**src/hdl/mcng_pkg.sv**
```systemverilog
// Shared types and constants for the multichannel noise gate.
`timescale 1ns / 1ps
`default_nettype none
package mcng_pkg;

  localparam int CHANNELS  = 2;
  localparam int SAMPLE_W  = 16;
  localparam int MAG_W     = SAMPLE_W + 1;
  localparam int ENV_W     = 17;
  localparam int THRESH_W  = 16;
  localparam int COEFF_W   = 17;
  localparam int CFG_W     = 17;
  localparam int CFG_IDX_W = 2;
  localparam int FRAC_W    = 16;

  localparam logic [ENV_W-1:0] ENV_ONE = ENV_W'(65536);

  localparam logic [THRESH_W-1:0] THRESH_RESET  = THRESH_W'(328);
  localparam logic [COEFF_W-1:0]  ATTACK_RESET  = COEFF_W'(65536);
  localparam logic [COEFF_W-1:0]  RELEASE_RESET = COEFF_W'(65);

  typedef enum logic [CFG_IDX_W-1:0] {
    REG_THRESHOLD = 2'd0,
    REG_ATTACK    = 2'd1,
    REG_RELEASE   = 2'd2
  } cfg_reg_t;

  // Per-phase strobes that walk one word through the datapath.
  typedef struct packed {
    logic load;      // capture samples and magnitudes
    logic step;      // peak, target and envelope step product
    logic update;    // apply the step to the envelope
    logic mul;       // sample times new envelope
    logic out_load;  // round products into the output register
  } ctl_t;

  typedef logic signed [SAMPLE_W-1:0] sample_t;
  typedef logic [MAG_W-1:0]           mag_t;

endpackage
`default_nettype wire

```
**src/hdl/mcng_lane.sv**
```systemverilog
// One channel lane: magnitude of the sample and the gated, rounded product.
`timescale 1ns / 1ps
`default_nettype none
module mcng_lane import mcng_pkg::*; (
  input  wire logic             clk,
  input  wire ctl_t             ctl,
  input  wire sample_t          sample,
  input  wire logic [ENV_W-1:0] envelope,
  output mag_t                  mag,
  output sample_t               gated
);

  logic signed [MAG_W-1:0]            sample_ext;
  sample_t                            sample_q;
  logic signed [SAMPLE_W+ENV_W:0]     prod;
  logic signed [SAMPLE_W+ENV_W:0]     prod_rnd;

  assign sample_ext = {sample[SAMPLE_W-1], sample};

  // Capture the sample and its magnitude; the most negative code gives 32768
  always_ff @(posedge clk) begin
    if (ctl.load) begin
      sample_q <= sample;
      mag      <= sample[SAMPLE_W-1] ? mag_t'(MAG_W'(0) - sample_ext) : mag_t'(sample_ext);
    end
  end

  // Multiply by the updated envelope
  always_ff @(posedge clk) begin
    if (ctl.mul) begin
      prod <= sample_q * $signed({1'b0, envelope});
    end
  end

  // Round half up and drop the fraction
  assign prod_rnd = (prod + (SAMPLE_W+ENV_W+1)'(32768)) >>> FRAC_W;

  always_ff @(posedge clk) begin
    if (ctl.out_load) begin
      gated <= prod_rnd[SAMPLE_W-1:0];
    end
  end

endmodule
`default_nettype wire

```
**src/hdl/mcng_env.sv**
```systemverilog
// Merge stage: peak over the lanes, gate decision and envelope update.
`timescale 1ns / 1ps
`default_nettype none
module mcng_env import mcng_pkg::*; (
  input  wire logic                clk,
  input  wire logic                rst,
  input  wire ctl_t                ctl,
  input  wire mag_t                mags [CHANNELS],
  input  wire logic [THRESH_W-1:0] threshold,
  input  wire logic [COEFF_W-1:0]  attack_coeff,
  input  wire logic [COEFF_W-1:0]  release_coeff,
  output logic [ENV_W-1:0]         envelope
);

  localparam int DELTA_W = ENV_W + 1;
  localparam int PROD_W  = DELTA_W + COEFF_W + 1;
  localparam int SUM_W   = ENV_W + 3;

  mag_t                      peak;
  logic [ENV_W-1:0]          target;
  logic [COEFF_W-1:0]        coeff;
  logic signed [DELTA_W-1:0] delta;
  logic signed [PROD_W-1:0]  prod;
  logic signed [PROD_W-1:0]  prod_rnd;
  logic signed [SUM_W-1:0]   sum;
  logic [ENV_W-1:0]          envelope_next;

  // Peak magnitude over the lanes
  always_comb begin
    peak = '0;
    for (int i = 0; i < CHANNELS; i++) begin
      if (mags[i] > peak) begin
        peak = mags[i];
      end
    end
  end

  // Open fully when the peak is strictly above threshold
  assign target = (peak > mag_t'(threshold)) ? ENV_ONE : '0;
  assign coeff  = (target > envelope) ? attack_coeff : release_coeff;
  assign delta  = $signed({1'b0, target}) - $signed({1'b0, envelope});

  // Register the step product before it reaches the envelope
  always_ff @(posedge clk) begin
    if (ctl.step) begin
      prod <= delta * $signed({1'b0, coeff});
    end
  end

  // Round half up, add, and clamp to the closed..open range
  assign prod_rnd = (prod + PROD_W'(32768)) >>> FRAC_W;
  assign sum      = $signed({3'b000, envelope}) + prod_rnd[SUM_W-1:0];

  always_comb begin
    priority if (sum < 0) begin
      envelope_next = '0;
    end else if (sum > $signed({3'b000, ENV_ONE})) begin
      envelope_next = ENV_ONE;
    end else begin
      envelope_next = sum[ENV_W-1:0];
    end
  end

  always_ff @(posedge clk) begin
    if (rst) begin
      envelope <= '0;
    end else if (ctl.update) begin
      envelope <= envelope_next;
    end
  end

endmodule
`default_nettype wire

```
**src/hdl/multichannel_noise_gate_core.sv**
```systemverilog
// Noise gate with attack/release envelope over a multichannel frame.
// Phases: load, step, update, multiply, then round into the output register;
// the envelope feedback (step multiply, update, gain multiply) holds one
// frame in flight at a time; the next is taken when that one is output.
// Reset: envelope closed (0), threshold 328, attack 65536, release 65.
`timescale 1ns / 1ps
`default_nettype none
module multichannel_noise_gate_core import mcng_pkg::*; (
  input  wire logic                   clk,
  input  wire logic                   rst,
  input  wire logic                   cfg_we,
  input  wire logic [CFG_IDX_W-1:0]   cfg_index,
  input  wire logic [CFG_W-1:0]       cfg_data,
  input  wire logic                   sample_valid,
  output logic                        sample_stall,
  input  wire logic signed [15:0]     sample_ch0,
  input  wire logic signed [15:0]     sample_ch1,
  output logic                        gated_valid,
  input  wire logic                   gated_stall,
  output logic signed [15:0]          gated_ch0,
  output logic signed [15:0]          gated_ch1,
  output logic [ENV_W-1:0]            envelope_level
);

  logic [THRESH_W-1:0] threshold;
  logic [COEFF_W-1:0]  attack_coeff;
  logic [COEFF_W-1:0]  release_coeff;

  logic    busy;
  logic    ph_step;
  logic    ph_update;
  logic    ph_mul;
  logic    ph_done;
  logic    accept;
  ctl_t    ctl;
  sample_t samples [CHANNELS];
  mag_t    mags    [CHANNELS];
  sample_t gated   [CHANNELS];
  logic [ENV_W-1:0] envelope;

  // Configuration registers; unknown indexes are dropped
  always_ff @(posedge clk) begin
    if (rst) begin
      threshold     <= THRESH_RESET;
      attack_coeff  <= ATTACK_RESET;
      release_coeff <= RELEASE_RESET;
    end else if (cfg_we) begin
      unique case (cfg_index)
        REG_THRESHOLD: threshold     <= cfg_data[THRESH_W-1:0];
        REG_ATTACK:    attack_coeff  <= cfg_data[COEFF_W-1:0];
        REG_RELEASE:   release_coeff <= cfg_data[COEFF_W-1:0];
        default: ;
      endcase
    end
  end

  // Phase control: one word at a time, output register parts the sides
  assign ctl.out_load = ph_done && (!gated_valid || !gated_stall);
  assign sample_stall = busy && !ctl.out_load;
  assign accept       = sample_valid && !sample_stall;
  assign ctl.load     = accept;
  assign ctl.step     = ph_step;
  assign ctl.update   = ph_update;
  assign ctl.mul      = ph_mul;

  always_ff @(posedge clk) begin
    if (rst) begin
      busy        <= 1'b0;
      ph_step     <= 1'b0;
      ph_update   <= 1'b0;
      ph_mul      <= 1'b0;
      ph_done     <= 1'b0;
      gated_valid <= 1'b0;
    end else begin
      ph_step   <= accept;
      ph_update <= ph_step;
      ph_mul    <= ph_update;
      if (ph_mul) begin
        ph_done <= 1'b1;
      end else if (ctl.out_load) begin
        ph_done <= 1'b0;
      end
      if (accept) begin
        busy <= 1'b1;
      end else if (ctl.out_load) begin
        busy <= 1'b0;
      end
      if (ctl.out_load) begin
        gated_valid <= 1'b1;
      end else if (!gated_stall) begin
        gated_valid <= 1'b0;
      end
    end
  end

  // Hold the envelope with the output word
  always_ff @(posedge clk) begin
    if (ctl.out_load) begin
      envelope_level <= envelope;
    end
  end

  assign samples[0] = sample_ch0;
  assign samples[1] = sample_ch1;

  for (genvar i = 0; i < CHANNELS; i++) begin : g_lane
    mcng_lane u_lane (
      .clk      (clk),
      .ctl      (ctl),
      .sample   (samples[i]),
      .envelope (envelope),
      .mag      (mags[i]),
      .gated    (gated[i])
    );
  end

  mcng_env u_env (
    .clk           (clk),
    .rst           (rst),
    .ctl           (ctl),
    .mags          (mags),
    .threshold     (threshold),
    .attack_coeff  (attack_coeff),
    .release_coeff (release_coeff),
    .envelope      (envelope)
  );

  assign gated_ch0 = gated[0];
  assign gated_ch1 = gated[1];

endmodule
`default_nettype wire

```
**config.mk**
```make
export PLATFORM = sky130hd
export DESIGN_NAME = multichannel_noise_gate_core
export DESIGN_NICKNAME = d
export VERILOG_FILES = /design/src/hdl/mcng_pkg.sv /design/src/hdl/mcng_lane.sv /design/src/hdl/mcng_env.sv /design/src/hdl/multichannel_noise_gate_core.sv
export SDC_FILE = /design/constraint.sdc
export NUM_CORES = 2
export LEC_CHECK = 0
export BUFFER_PORTS_ARGS = -buffer_cell sky130_fd_sc_hd__buf_2
export CAP_MARGIN = 10
export CORE_MARGIN = 4
export CORE_UTILIZATION = 50
export CTS_CLUSTER_SIZE = 8
export DETAILED_ROUTE_END_ITERATION = 8
export PLACE_DENSITY_LB_ADDON = 0.12
export SLEW_MARGIN = 10
export SYNTH_ARGS = -nofsm -noshare
export SYNTH_HDL_FRONTEND = slang
export SYNTH_SLANG_ARGS = --single-unit
```
**constraint.sdc**
```tcl
create_clock -name clk -period 10.83 [get_ports clk]
set_clock_uncertainty 0.05 [all_clocks]
set_input_delay 1.083 -clock clk [delete_from_list [all_inputs] [get_ports clk]]
set_output_delay 1.083 -clock clk [all_outputs]
set_load 0.01 [all_outputs]
```
==> summary.txt <==
Final layout
  • Post-route cell area: approximately 44000 um^2
  • Share of cells above drive strength 1: 0.0992
  • Area grow syn2layout: 10.5%
  • Sequential cell area: 6520 um^2
  • Area occupied by multi-input gates: 29300 um^2
  • Fin cells: 5405
  • Nets: 5489
  • Layout fillers: 7118

Timing
  • Min Tclk post-route: 10510 ps
  • Worst slew margin: 0.0879
  • Final Hold Vio Count: 0
  • Final Max Tran Viols: 0
  • Slew @ Worst Pin: ~1400 ps
  • Hold slack: 403 ps
  • Tcrit/Tclk final: 0.971
  • Max Fclk: 0.0951 GHz
  • RSZ-0062 raised after global routing: true
  • Final setup fails: 0
  • Setup TNS: 0 ps

Route
  • Total Wirelength: 104000 um
  • DR WL/cell: 19.3 um
  • DR iter-0 viols: 1597
  • Vias per cell: 5.27
  • Via count: about 28000
  • Drt drc: 0
  • First-pass detailed-route iteration total: 5
  • Number of routed nets with antenna violations: 0

Synth
  • Area contributors post-synth: fa_1 (37%), edfxtp_1 (13%), ha_1 (12%), inv_1 (8.7%), nand2_1 (5.7%)
  • Number of synthesized flops with an enable pin: 168
  • Asr flop ratio synth: 0
  • Cell count after synthesis: between 4000 and 5000
  • Post-synth top cells: inv_1 (920), fa_1 (724), nand2_1 (597)
  • Seq/Total Area, Yosys: 0.165
  • Ys Warns: 0
  • Top-area cell type share of the netlist area: 0.367
  • Top FF cell, synth: edfxtp_1
  • Biggest area consumer among synthesized cells: fa_1
  • Post-synthesis register bit count: 241
  • Post-Syn Area: 39500 um^2
  • Most common cell in the netlist: inv_1
  • Syn_area_per_cell: ~9.4 um^2
  • Synth unique cells: 76

Status
  • Outcome: completed

Placement
  • Placed Area: about 42000 um^2
  • Input/output buffers: 106
  • Detailed Place HPWL: 78500 um
  • Placed cells: 5318
  • Placer Congestion: 0.892

Global route
  • Met2 usage: 0.443
  • Largest net degree at the start of global routing: 65
  • Grt peak-use layer: met2
  • Met1 usage in global routing: 0.349
  • Overflow after GRT: 0
  • Antenna violations before repair: 2
  • Vias in the first global route: 30400
  • Wire length of the first global-routing pass: between 150000 and 200000 um
  • GRT Total Usage: 0.261
  • Met3 Track Usage GR: 0.0412

Floorplanning
  • Starting Density: 0.508
  • Row cnt: around 100
  • Die area: between 80000 and 90000 um^2
  • Die width: ~290 um
  • Die H: around 290 um
  • Area of the core: approximately 80000 um^2
  • IO Count: between 100 and 150

Clock tree
  • Total CTS buffers: 38
  • Worst skew pair latency: slightly below 600 ps
  • CTS Buffer Depth: 3
  • Clock Sinks: around 240
  • CTS tree: done
  • Hold_buf cts: 0
  • Root buf cell: clkbuf_16
  • CTS clock-pin slew for the worst setup and hold paths: 50 ps
  • H-tree lvl count: 2

Worst setup path
  • CP Capture Type: flop
  • Worst EP arrival: 10770 ps
  • Most used cell, CP: fa_1
  • WP data required: 11090 ps
  • CP max stage cell: fa_1
  • Largest stage delay on the critical path: 530 ps
  • Worst setup SP type: flop
  • Critical path fanouts, max: 5
  • R2R Setup Slk: 320 ps
  • CP Class: flop to flop

Hold path
  • Hold WC Path Type: flop to flop

Power
  • Pwr/cell area: roughly 79 nW/um^2
  • Leakage: a little over 20 nW
  • Worst VDD drop: 0.000118 V

Run
  • Max-Cap Viols: 0
[critical path: cells and delay by family, from the launching register on]
| kind | cells | cell delay (ps) |
|---|---|---|
| AOI/OAI and AO/OA | 19 | 2980 |
| buffers and inverters | 13 | 1360 |
| DFF | 1 | 400 |
| and+or+nand+nor | 6 | 720 |
| adders and majority gates | 10 | 4020 |
| muxes | 2 | 570 |
| xor gates and xnor gates | 1 | 120 |
[cells by family (layout without fill, tap and decap cells)]
kind of cell / count (synthesis) / count (layout) / share of synthesized area
multiplexers: 34 / 34 / 0.0104
flip-flops: 241 / 241 / 0.165
AND/OR/NAND/NOR: 1265 / 1265 / 0.149
other: 1 / 3 / 0.0000949
buffers and inverters: 1080 / 1253 / 0.105
adder cells (fa/ha/maj): 1089 / 1089 / 0.482
XOR/XNOR: 178 / 178 / 0.0394
AO/OA/AOI/OAI: 302 / 302 / 0.0494
[final timing paths]
kind,start,end,depth (start not counted)
hold / removal,release_coeff[16],release_coeff[16],2
setup reg to reg,g_lane[0].u_lane.mag[1],u_env.prod[33],51
hold reg to reg,release_coeff[16],release_coeff[16],2
setup / recovery,g_lane[0].u_lane.mag[1],u_env.prod[33],51
[cell usage in the layout, fill, tap and decap left out, drive strengths merged, types with 24 or more instances in the layout]
cell type,n
dfxtp,73
xor2,44
buf,269
and2,223
nand3,44
o21ai,53
a21o,29
clkbuf,54
fa,724
inv,923
nand2,597
ha,365
a21oi,100
nand4,25
edfxtp,168
mux2,24
nor3,28
xnor2,134
nor2,215
nand2b,53
[area by class of cell]
type,instances,area share
multi-input cells,2870,0.670
well taps,1040,0.0298
inverters,922,0.0793
clock buffers,52,0.0232
diodes,1,0.0000573
flip-flops and latches,241,0.149
repair buffers,271,0.0444
clock inverters,8,0.00358
[power by group]
| group | internal [W] | switching [W] | leakage [nW] | total, W |
|---|---|---|---|---|
| clock network | 0.000704 | 0.000465 | 0.557 | 0.00117 |
| registers | 0.00105 | 0.0000631 | 2.17 | 0.00112 |
| logic | 0.000509 | 0.000647 | 17.9 | 0.00116 |
| total | 0.00227 | 0.00117 | 20.6 | 0.00344 |
[state kept, by name (all words and copies together), names as in the netlist, 16 cells and up]
| signal | flops |
|---|---|
| g_lane.u_lane.prod | 34 |
| g_lane.u_lane.mag | 32 |
| g_lane.u_lane.sample_q | 32 |
| u_env.prod | 21 |
| threshold | 16 |
| envelope_level | 17 |
| g_lane.u_lane.gated | 32 |
| release_coeff | 17 |
| attack_coeff | 17 |
| u_env.envelope | 17 |
[stage by stage]
step	setup WS (ps)	utilization	total power, W
floorplan	32.1	-	0.00186
detailed placement	-256	0.538	0.00223
global route	-116	0.561	0.00367
CTS	11.7	0.555	0.00344
global placement	-73.9	0.538	0.00221
finish	319	0.561	0.00344
[routing by layer]
metal  wire [um]  part of all wire  vias to the layer above
met5           0                 0                        -
met1       44300              0.42                    14500
li1            -                 -                    13000
met4        3220             0.031                        0
met3        6410             0.061                      165
met2       50600              0.48                      787
[repair_timing]
| item | 4_1_cts | 5_1_grt |
|---|---|---|
| pin swaps | 7 | 51 |
| hold endpoints to repair | 0 | 0 |
| gates cloned | 0 | 2 |
| setup buffers | 14 | 10 |
| setup endpoints to repair | 9 | 14 |
| resized for setup | 10 | 66 |
No activity file was read; power rests on OpenSTA's default activity.
